$ cat config.mk
export PLATFORM = sky130hd
export DESIGN_NAME = mcarv_ram
export DESIGN_NICKNAME = d
export VERILOG_FILES = /design/src/rtl/mcarv_ram.sv
export SDC_FILE = /design/constraint.sdc
export NUM_CORES = 1
export LEC_CHECK = 0
export BUFFER_PORTS_ARGS = -buffer_cell sky130_fd_sc_hd__buf_2
export CAP_MARGIN = 5
export CORE_MARGIN = 2
export CORE_UTILIZATION = 55
export CTS_CLUSTER_SIZE = 8
export DETAILED_ROUTE_END_ITERATION = 12
export HOLD_SLACK_MARGIN = 0.1
export PLACE_DENSITY_LB_ADDON = 0.3
export SKIP_CTS_REPAIR_TIMING = 1
export SLEW_MARGIN = 5
export SYNTH_ARGS = -nofsm -noshare
export SYNTH_HDL_FRONTEND = slang
export SYNTH_SLANG_ARGS = --single-unit
$ cat constraint.sdc
create_clock -name clk -period 6.1 [get_ports clk]
set_clock_uncertainty 0.15 [all_clocks]
set_input_delay 0.915 -clock clk [delete_from_list [all_inputs] [get_ports clk]]
set_output_delay 0.915 -clock clk [all_outputs]
set_load 0.02 [all_outputs]
$ cat src/rtl/mcarv_ram.sv
`timescale 1ns / 1ps
`default_nettype none

module mcarv_ram #(
    parameter int WIDTH = 8,
    parameter int DEPTH = 16,
    localparam int AW = (DEPTH > 1) ? $clog2(DEPTH) : 1
) (
    input  wire logic             clk,
    input  wire logic             we,
    input  wire logic [AW-1:0]    waddr,
    input  wire logic [WIDTH-1:0] wdata,
    input  wire logic [AW-1:0]    raddr,
    output logic      [WIDTH-1:0] rdata
);

    logic [WIDTH-1:0] mem_reg [DEPTH];
    logic [WIDTH-1:0] rdata_reg;

    // One write port and one read port with registered data.
    always_ff @(posedge clk) begin
        if (we) begin
            mem_reg[waddr] <= wdata;
        end
        rdata_reg <= mem_reg[raddr];
    end

    assign rdata = rdata_reg;

endmodule

`default_nettype wire

==> impl_metrics.env <==
export IMPL_dieArea_um2=10150
export IMPL_gp_congestion=0.7450
export IMPL_switchingPower_mw=0.4328
export IMPL_cts_buffers=17
export IMPL_tns_ns=0
export IMPL_synth_distinct_cells=19
export IMPL_clock_sinks=136
export IMPL_required_ns=6.36
export IMPL_synth_warnings=0
export IMPL_largest_reg_flops=128
export IMPL_status="complete, no violations"
export IMPL_dr_total_vias=2332
export IMPL_utilization_pct=64.74
export IMPL_die_w_um=100.7
export IMPL_nNetsFinal=282
export IMPL_core_area_um2=9153
export IMPL_io_buffer_count=25
export IMPL_placementRows=35
export IMPL_worst_setup_path_end_kind="flop"
export IMPL_start_util_pct=56.24
export IMPL_final_area_um2=5926
export IMPL_drv_slew=0
export IMPL_insertion_delay_ns=0.52
export IMPL_drtAntennaViolNets=0
export IMPL_rsz0062_at_grt="false"
export IMPL_reg2reg_depth=3
export IMPL_syn_area_per_cell_um2=22.48
export IMPL_setup_viol=0
export IMPL_drive_gt1_share_pct=28.16
export IMPL_dr_pass1_iters=4
export IMPL_finalCritPeriodShare_pct=41.07
export IMPL_drv_cap=0
export IMPL_p_int_mw=1.696
export IMPL_ys_ff_latch=136
export IMPL_min_delay_worst_endpoint="rdata[3]"
export IMPL_ys_seq_area_share_pct=77.78
export IMPL_fin_ws_ns=3.594
export IMPL_finalHoldViolations=0
export IMPL_placed_cell_area_um2=5343
export IMPL_vias_per_cell=6.010
export IMPL_cp_max_fo=32
export IMPL_dp_hpwl_um=5735
export IMPL_mostFrequentLayoutCells="edfxtp_1, buf_2, mux4_2, a22oi_1, clkbuf_16"
export IMPL_drtIter0Drc=171
export IMPL_die_y_um=100.7
export IMPL_cts_tree="yes"
export IMPL_comb_power_share_pct=4.5
export IMPL_layout_commonest_cell="edfxtp_1"
export IMPL_fmax_ghz=0.3991
export IMPL_multi_input_area_um2=1067
export IMPL_min_path_type="flop to flop"
export IMPL_power_leakage_nw=1.993
export IMPL_pwr_share_seq_pct=49.4
export IMPL_n_fill_cell=588
export IMPL_grt_usage_pct=20.74
export IMPL_clk_pin_slew_worst_paths_ns=0.06
export IMPL_postSynthCellCount=229
export IMPL_clockPowerShare_pct=46.1
export IMPL_synthesis_nets=247
export IMPL_p_sw_share_pct=20.33
export IMPL_hold_path_depth=3
export IMPL_grt_pass1_vias=2449
export IMPL_diodes=0
export IMPL_critical_path_arrival_ns=2.77
export IMPL_powerDensity_nw_per_um2=359.3
export IMPL_seq_area_um2=4004
export IMPL_worst_setup_path_start_kind="input pin"
export IMPL_wirelength_um=9367
export IMPL_area_growth_pct=15.12
export IMPL_place_ws_ns=3.014
export IMPL_clockRootBuffer="clkbuf_8"
export IMPL_synth_area_um2=5147
export IMPL_clockBufferDepth=2
export IMPL_grt_max_degree=33
export IMPL_ios=26
export IMPL_r2r_start="mem_reg[1][1]"
export IMPL_worst_slew_pin_slew_ns=1.089
export IMPL_setup_worst_path_class="input pin to flop"
export IMPL_relSlewSlack_pct=26.84
export IMPL_wire_per_inst_um=24.14
export IMPL_grt_pass1_wl_um=14350
export IMPL_grt_antenna_before_repair=0
export IMPL_grt_overflow_total=0
export IMPL_hp_start="mem_reg[14][3]"
export IMPL_cts_htree_levels=4
export IMPL_r2r_slack_ns=4.59
export IMPL_drc=0
export IMPL_min_period_ns=2.506
export IMPL_r2r_end="rdata[1]"
export IMPL_peakVddDrop_v=0.0002273
==> cells by family after synthesis <==
| group | Yosys count | share of synthesized area (%) |
|---|---|---|
| and+or+nand+nor | 35 | 3.184 |
| AOI/OAI and AO/OA | 16 | 2.334 |
| buffers and inverters | 10 | 1.677 |
| muxes | 32 | 15.02 |
| DFF | 136 | 77.78 |
==> cells in the mapped netlist (all sizes together) <==
library cell	n	area share, %
or3b	1	0.17
nor3	4	0.39
a22oi	16	2.3
buf	7	1.1
and2b	1	0.15
nand2b	2	0.24
nand3	1	0.097
clkdlybuf4s25	3	0.58
nor2b	1	0.12
nand2	9	0.66
edfxtp	128	75
and2	1	0.12
mux4	32	15
dfxtp	8	3.1
nor2	13	0.95
nand3b	2	0.29
==> stage by stage <==
step,hold slack [ns],instances,power [mW]
finish,0.5177,388,2.129
global placement,0.5046,356,1.166
global route,0.5595,388,2.183
detailed placement,0.5110,356,1.169
floorplan,0.4793,229,1.129
CTS,0.5238,388,2.139
==> how the worst max path moves through the flow <==
stage	startpoint	endpoint	slack (ns)	cells past startpoint
floorplan	waddr[2]	mem_reg[0][0]	3.54	2
global placement	raddr[0]	rdata[2]	3.02	4
detailed placement	raddr[0]	rdata[1]	3.01	4
CTS	raddr[0]	rdata[1]	3.57	4
global route	raddr[0]	rdata[1]	3.41	4
finish	raddr[0]	rdata[1]	3.59	4
==> power groups by stage <==
stage          Combinational [mW]  Sequential [mW]  Clock (mW)
2_1_floorplan              0.0530             1.08           0
3_3_place_gp               0.0957             1.07           0
3_5_place_dp               0.0978             1.07           0
4_1_cts                    0.0978             1.05       0.989
5_1_grt                     0.106             1.05        1.02
6_report                   0.0965             1.05       0.981
==> area by class of cell <==
type | count | area share [%]
multi-input cells | 83 | 18.01
well taps | 111 | 2.344
repair buffers | 26 | 2.238
flip-flops and latches | 136 | 67.57
clock buffers | 21 | 7.749
clock inverters | 11 | 2.090
==> per-layer routing <==
metal	vias up	share of wire (%)	track usage, %
met5	-	0	0
met4	0	2.1	9.273
met3	16	5.7	4.785
met2	92	50	30.92
met1	1174	43	29.75
li1	1050	-	-
==> worst max-delay path, stage by stage <==
cell and delay, ns:
buf_2 0.77, mux4_1 0.69, a22oi_1 0.28, nand2_1 0.08
Note: power is estimated with default switching activity, not from simulation.
