[src/rtl/mcarv_pkg.sv]
`timescale 1ns / 1ps
`default_nettype none

package mcarv_pkg;

    // Field and bus widths.
    localparam int KIND_W   = 2;
    localparam int COORD_W  = 5;
    localparam int RND_W    = 15;
    localparam int ACT_W    = 3;
    localparam int WALLS_W  = 4;
    localparam int SIZE_W   = 6;
    localparam int CNT_W    = 2 * SIZE_W;
    localparam int SDATA_W  = 32;
    localparam int MDATA_W  = 16;
    localparam int CELL_DW  = WALLS_W + 1;
    localparam int CFG_IDX_W = 1;

    // Configuration register indexes.
    localparam logic [CFG_IDX_W-1:0] REG_GRID_WIDTH  = 1'b0;
    localparam logic [CFG_IDX_W-1:0] REG_GRID_HEIGHT = 1'b1;

    // Input item kinds.
    localparam logic [KIND_W-1:0] KIND_START = 2'd0;
    localparam logic [KIND_W-1:0] KIND_STEP  = 2'd1;
    localparam logic [KIND_W-1:0] KIND_READ  = 2'd2;

    // Result actions.
    localparam logic [ACT_W-1:0] ACT_STARTED     = 3'd0;
    localparam logic [ACT_W-1:0] ACT_CARVED      = 3'd1;
    localparam logic [ACT_W-1:0] ACT_BACKTRACKED = 3'd2;
    localparam logic [ACT_W-1:0] ACT_DONE        = 3'd3;
    localparam logic [ACT_W-1:0] ACT_WALLS       = 3'd4;
    localparam logic [ACT_W-1:0] ACT_BAD         = 3'd5;

    // Neighbor directions, in candidate order. The opposite direction is dir ^ 1.
    localparam logic [1:0] DIR_LEFT  = 2'd0;
    localparam logic [1:0] DIR_RIGHT = 2'd1;
    localparam logic [1:0] DIR_UP    = 2'd2;
    localparam logic [1:0] DIR_DOWN  = 2'd3;

    localparam logic [WALLS_W-1:0] ALL_WALLS = 4'hF;

    // Outcome of the neighbor choice.
    typedef struct packed {
        logic       found;
        logic [1:0] dir;
    } pick_t;

    // Wall bit that faces a direction: bit0 left, bit1 right, bit2 top, bit3 bottom.
    function automatic logic [WALLS_W-1:0] wall_bit(input logic [1:0] dir);
        logic [WALLS_W-1:0] m;
        m = '0;
        m[dir] = 1'b1;
        return m;
    endfunction

endpackage

`default_nettype wire

[src/rtl/mcarv_pick.sv]
`timescale 1ns / 1ps
`default_nettype none

module mcarv_pick (
    input  wire logic [3:0]                  cand,
    input  wire logic [mcarv_pkg::RND_W-1:0] rnd,
    output mcarv_pkg::pick_t                 pick
);

    logic [2:0] n;
    logic [1:0] k;
    logic [2:0] cnt;
    logic [1:0] rnd_mod3;

    // Remainder by three: base-4 digits sum to the same residue, then fold twice.
    function automatic logic [1:0] mod3(input logic [mcarv_pkg::RND_W-1:0] v);
        logic [4:0] s;
        logic [2:0] t;
        s = 5'(v[1:0]) + 5'(v[3:2]) + 5'(v[5:4]) + 5'(v[7:6]) + 5'(v[9:8])
          + 5'(v[11:10]) + 5'(v[13:12]) + 5'(v[14]);
        t = 3'(s[1:0]) + 3'(s[3:2]) + 3'(s[4]);
        if (t >= 3'd6) begin
            t = t - 3'd6;
        end else if (t >= 3'd3) begin
            t = t - 3'd3;
        end
        return t[1:0];
    endfunction

    assign rnd_mod3 = mod3(rnd);

    // Count candidates and reduce the random word modulo that count.
    always_comb begin
        n = '0;
        for (int d = 0; d < 4; d++) begin
            n = n + 3'(cand[d]);
        end
        case (n)
            3'd2: k = {1'b0, rnd[0]};
            3'd3: k = rnd_mod3;
            3'd4: k = rnd[1:0];
            default: k = '0;
        endcase
    end

    // Select the k-th candidate in left, right, up, down order.
    always_comb begin
        cnt  = '0;
        pick = '0;
        for (int d = 0; d < 4; d++) begin
            if (cand[d]) begin
                if (!pick.found && cnt == {1'b0, k}) begin
                    pick.found = 1'b1;
                    pick.dir   = 2'(d);
                end
                cnt = cnt + 3'd1;
            end
        end
    end

endmodule

`default_nettype wire

[config.mk]
export PLATFORM = sky130hd
export DESIGN_NAME = mcarv_pick
export DESIGN_NICKNAME = d
export VERILOG_FILES = /design/src/rtl/mcarv_pkg.sv /design/src/rtl/mcarv_pick.sv
export SDC_FILE = /design/constraint.sdc
export NUM_CORES = 1
export LEC_CHECK = 0
export BUFFER_PORTS_ARGS = -buffer_cell sky130_fd_sc_hd__clkbuf_2
export CAP_MARGIN = 20
export CORE_MARGIN = 2
export CORE_UTILIZATION = 50
export DETAILED_ROUTE_END_ITERATION = 10
export PLACE_DENSITY = 0.78
export RECOVER_POWER = 25
export SLEW_MARGIN = 20
export SYNTH_ARGS = -nofsm -noshare
export SYNTH_HDL_FRONTEND = slang
export SYNTH_SLANG_ARGS = --single-unit
[constraint.sdc]
create_clock -name vclk -period 5.8
set_input_delay 0.29 -clock vclk [all_inputs]
set_output_delay 0.29 -clock vclk [all_outputs]
set_load 0.05 [all_outputs]
==> impl_metrics.toml, run 1 <==
[yosys]
netlist_area_um2 = 926
synth_cell_type_count = 36
synth_cells = 117
avgSynthCellArea_um2 = 7.91
synth.yosys.seq_area_share_pct = 0
ys_warn_count = 0
synth_fp_nets = 158

[placed_design]
port_buffers = 22
dpl_cell_area_mm2 = 0.00114
place_inst = 169
globalplace.congestion = 0.751
hpwl_um = 1750

[grt]
grt_overflow = 0
grt_antenna_before_repair = 0
grt_max_degree = 12
grt_use_total_pct = 21.7
grt_pass1_wl_um = 3570
first_global_vias = 890

[timing]
drv_slew = 0
max_freq_mhz = 173
finalSetupTns_ns = 0
finalHoldViolations = 0
worst_pin_slew_ns = 0.356
fin_crit_ns = 5.79
period_share_pct = 99.8
setup_viol = 0
slew_headroom_pct = 76.2
rsz0062_at_grt = "true"

[critical_path]
crit_path_max_fanout = 5
critPathCaptureType = "output pin"
worstPathArrival_ns = 5.50
cp.required_ns = 5.51
worstSetupPathType = "in -> out"
critPathLaunchType = "input port"

[floorplanning]
coreArea_mm2 = 0.00173
num_rows = 15
die_w_um = 47.0
die_height_um = 47.0
ios = 22
start_util_pct = 53.6
fp.dieArea_mm2 = 0.00221

[routing]
first_pass_iters = 4
ant_nets = 0
vias = 886
drc_errors = 0
routedWlPerCell_um = 12.5
first_iter_violations = 12
drt_wl_total_um = 2150
vias_per_cell = 5.15

[finish]
seq_area_um2 = 0
nClkBuffers = 0
finalInstanceArea_mm2 = 0.00125
design.seq.count = 0
multi_input_area_um2 = 873
n_fill_cell = 141
final_cells = 172
nNetsFinal = 190
syn2layout_area_growth_pct = 34.7
num_antenna_cells = 0
drive_above_1_share_pct = 37.4

[hold_path]
hold_class = "in -> out"

[outcome]
outcome = "completed"

[run]
max-cap-violations = 0

[clock_network]
hold_buffers = 0
## synth_stat cells
master | instances | area share [%]
a32oi_1 | 1 | 0.95
inv_1 | 31 | 13
clkbuf_1 | 3 | 1.2
nand2_1 | 7 | 2.8
a31oi_4 | 1 | 2.3
nor3b_1 | 2 | 1.6
o311ai_1 | 1 | 0.95
fa_1 | 13 | 28
o221ai_1 | 2 | 1.9
nor2_1 | 7 | 2.8
maj3_1 | 1 | 1.1
a21o_1 | 1 | 0.81
o31a_1 | 1 | 0.95
o21a_1 | 2 | 1.6
nor4b_1 | 1 | 0.95
a22oi_1 | 1 | 0.81
o32a_1 | 1 | 1.1
ha_1 | 9 | 12
o211ai_1 | 1 | 0.81
a31o_2 | 1 | 0.95
and3_1 | 1 | 0.68
o21bai_1 | 1 | 0.81
xor2_1 | 2 | 1.9
nand2b_1 | 2 | 1.4
nand3_1 | 3 | 1.6
nor2b_1 | 4 | 2.7
mux2i_1 | 4 | 4.3
a211o_1 | 1 | 0.95
mux2_2 | 1 | 1.2
o22a_2 | 1 | 1.1
or2_1 | 1 | 0.68
o21ai_0 | 4 | 2.2
o21ai_1 | 1 | 0.54
nor4bb_1 | 1 | 1.1
xnor2_1 | 2 | 1.9
a21oi_1 | 1 | 0.54
## kinds of logic (layout without fill, tap and decap cells)
family	after synthesis	after routing	synth area share, %
muxes	5	5	5.54
AOI/OAI and AO/OA	22	22	19.2
buffers and inverters	34	64	13.8
xor gates and xnor gates	4	4	3.78
and+or+nand+nor	29	29	16.4
adders and majority gates	23	23	41.4
## critical path, cell delays in order
cell      delay [ns]
buf_6           0.07
inv_2           0.03
fa_1            0.54
inv_2           0.04
fa_1            0.47
inv_1           0.05
fa_1            0.43
inv_1           0.07
ha_2            0.18
inv_2           0.04
fa_2            0.36
nor2b_1         0.14
o21bai_1        0.09
fa_2            0.34
inv_2           0.07
fa_2            0.47
ha_4            0.20
o21ai_1         0.12
o311ai_1        0.11
buf_4           0.15
a31oi_4         0.27
buf_6           0.16
mux2i_2         0.23
o21ai_1         0.12
a32oi_2         0.26
buf_12          0.17
## repair_timing
action / 4_1_cts / 5_1_grt
buffers inserted: 2 / 1
setup endpoints to repair: 3 / 3
pin swaps: 7 / 3
resized for setup: 9 / 16
gates cloned: 0 / 0
## per-stage QoR
step	hold slack, ns	setup slack (ns)	util (%)
finish	1.14	0.0139	72.2
detailed placement	1.16	-0.184	66.3
floorplan	0.930	-0.0570	-
global route	1.17	-0.138	72.2
CTS	1.13	0.00839	68.7
global placement	1.17	-0.0649	66.3
## final cells by class
cell class                      count  share of cell area, %
Multi-Input combinational cell     83                   70.0
Timing Repair Buffer               33                   18.2
Inverter                           31                   9.33
Tap cell                           25                   2.51
## cells in the final DEF (no fill, tap or decap), types with 2 or more instances in the layout
cell      netlist  routed
fa_1           13      10
ha_4            0       2
o21ai_0         4       3
nand2_1         7       7
xnor2_1         2       2
clkbuf_2        0      18
o21ai_1         1       2
nand2b_1        2       2
inv_1          31      26
buf_4           0      10
nor2_1          7       7
mux2i_1         4       2
nor3b_1         2       2
ha_1            9       6
nand3_1         3       3
mux2i_2         0       2
nor2b_1         4       3
inv_2           0       5
o21a_1          2       2
fa_2            0       3
buf_6           0       2
## worst paths after layout
kind                start       to  slack (ns)  depth (start not counted)
setup / recovery   rnd[8]  pick[2]        0.01                         26
hold / removal    cand[3]  pick[1]        1.14                          4
## metal layers
metal  vias to the layer above  share of wire (%)  global-route usage, %
met5                         -                  0                      0
met1                       406                 42                   28.5
met2                        33                 52                   41.6
li1                        441                  -                      -
met4                         0                1.3                   1.11
met3                         6                4.1                  0.385
Power of run 1 is not shown: default switching activity piles up to over one toggle a cycle in this logic, so the estimate is an artifact.
==> run 2, diff against run 1 <==
--- a/config.mk
+++ b/config.mk
@@ -10,7 +10,7 @@
 export CORE_MARGIN = 2
 export CORE_UTILIZATION = 50
 export DETAILED_ROUTE_END_ITERATION = 10
-export PLACE_DENSITY = 0.78
+export PLACE_DENSITY = 0.75
 export RECOVER_POWER = 25
 export SLEW_MARGIN = 20
 export SYNTH_ARGS = -nofsm -noshare
==> constraint.sdc (replaced) <==
create_clock -name vclk -period 5.91
set_input_delay 0.2955 -clock vclk [all_inputs]
set_output_delay 0.2955 -clock vclk [all_outputs]
set_load 0.05 [all_outputs]
==> run 2 against run 1 <==
Net effect:
- core utilization fell by 1.0 points
- die area did not move
- setup slack improved by 0.11 ns
- cell area fell by 1.4%
- non-clock buffer count fell by 5
- count of clock-buffer cells in the layout did not move
- first-iteration DRC count rose by 8.3%
- via count fell by 2.6%
- wire length fell by 6.7%
- worst hold slack got worse by 0.035 ns
- critical endpoint unchanged
- largest cell class unchanged
==> impl_metrics.toml, run 2 (synthesis results as in run 1) <==
[outcome]
outcome = "completed"

[floorplanning]
num_rows = 15
die_w_um = 47.0
start_util_pct = 53.6
ios = 22
fp.dieArea_mm2 = 0.00221
coreArea_mm2 = 0.00173
die_height_um = 47.0

[finish]
design.seq.count = 0
final_common_cell = "inv_1"
n_fill_cell = 142
nNetsFinal = 185
num_antenna_cells = 0
nClkBuffers = 0
seq_area_um2 = 0
syn2layout_area_growth_pct = 32.8
multi_input_area_um2 = 886
drive_above_1_share_pct = 34.5
final_cell_mix = "inv_1 (27), clkbuf_2 (18), fa_1 (9)"

[timing]
worst_pin_slew_ns = 0.362
max_freq_mhz = 173
setup_slack_ns = 0.127
setup_viol = 0
rsz0062_at_grt = "true"
fin_crit_ns = 5.78
slew_headroom_pct = 75.8
drv_slew = 0
finalHoldViolations = 0
period_share_pct = 97.8

[grt]
grt_pass1_wl_um = 3330
grt_use_total_pct = 20.2
grt_antenna_before_repair = 0
grt_overflow = 0
grt_max_degree = 12
first_global_vias = 786

[critical_path]
critPathLaunchType = "input port"
critPathLaunch = "rnd[8]"
cp.required_ns = 5.61
critPathCaptureType = "output pin"
crit_end = "pick[2]"
worstPathArrival_ns = 5.49
worstSetupPathType = "in -> out"
crit_path_max_fanout = 6

[routing]
ant_nets = 0
vias = 863
first_iter_violations = 13
drt_wl_total_um = 2010
vias_per_cell = 5.17
drc_errors = 0
routedWlPerCell_um = 12.0
first_pass_iters = 4

[placed_design]
globalplace.congestion = 0.787
port_buffers = 22
hpwl_um = 1680
preCtsSetupSlack_ns = -0.141

[hold_path]
hold_start = "cand[3]"
hold_class = "in -> out"

[run]
max-cap-violations = 0
==> run 2: changes by cell type in the layout (fill, tap and decap cells not counted), sizes merged <==
cell    previous run  this run
buf               14        10
clkbuf            19        18
==> run 2: routing by layer <==
| layer | part of all wire, % | GRT usage, % | vias to the layer above | wire length, µm |
|---|---|---|---|---|
| met4 | 0 | 0 | 0 | 0 |
| met2 | 53 | 35.9 | 17 | 1070 |
| met3 | 3.4 | 0.385 | 0 | 69 |
| met1 | 43 | 29.2 | 414 | 866 |
| met5 | 0 | 0 | - | 0 |
| li1 | - | - | 432 | - |
==> run 2: worst min path at each step <==
stage	end	slack, ns	cells after the start
floorplan	pick[1]	0.94	2
global placement	pick[1]	1.18	4
detailed placement	pick[1]	1.19	4
CTS	pick[1]	1.19	4
global route	pick[1]	1.17	4
finish	pick[1]	1.11	4
==> run 2: critical path, stage by stage <==
cell and delay (ns):
buf_8 0.07, inv_4 0.03, fa_1 0.52, inv_1 0.05, fa_1 0.49, inv_2 0.04, fa_1 0.44, inv_1 0.08
ha_2 0.18, inv_2 0.04, fa_2 0.36, nor2b_1 0.15, o21bai_1 0.09, fa_2 0.34, inv_2 0.06, fa_2 0.46
ha_4 0.20, nor2b_1 0.13, a211o_1 0.27, a31oi_4 0.28, buf_6 0.18, mux2i_4 0.24, o21ai_2 0.07, a32oi_2 0.27
buf_12 0.17
==> run 2: cell type report <==
cell class	count	area share, %
Multi-Input combinational cell	83	72.0
Timing Repair Buffer	28	15.8
Inverter	31	9.66
Tap cell	25	2.54
==> run 2: repair_timing <==
item / in CTS / in global routing
cloned: 0 / 0
resized for setup: 7 / 23
hold buffers: 0 / 0
buffers inserted: 2 / 1
setup endpoints to repair: 3 / 3
pin swaps: 4 / 5
==> run 2: stage by stage <==
| step | util, % | hold WS, ns | std cells | TNS, ns | area [µm²] |
|---|---|---|---|---|---|
| 2_1_floorplan | - | 0.941 | 117 | 0 | 940 |
| 3_3_place_gp | 64.1 | 1.18 | 164 | 0 | 1110 |
| 3_5_place_dp | 64.1 | 1.19 | 164 | -0.297 | 1110 |
| 4_1_cts | 66.3 | 1.19 | 166 | 0 | 1140 |
| 5_1_grt | 71.2 | 1.17 | 167 | -0.166 | 1230 |
| 6_report | 71.2 | 1.11 | 167 | 0 | 1230 |
Power of run 2 is left out for the same reason.
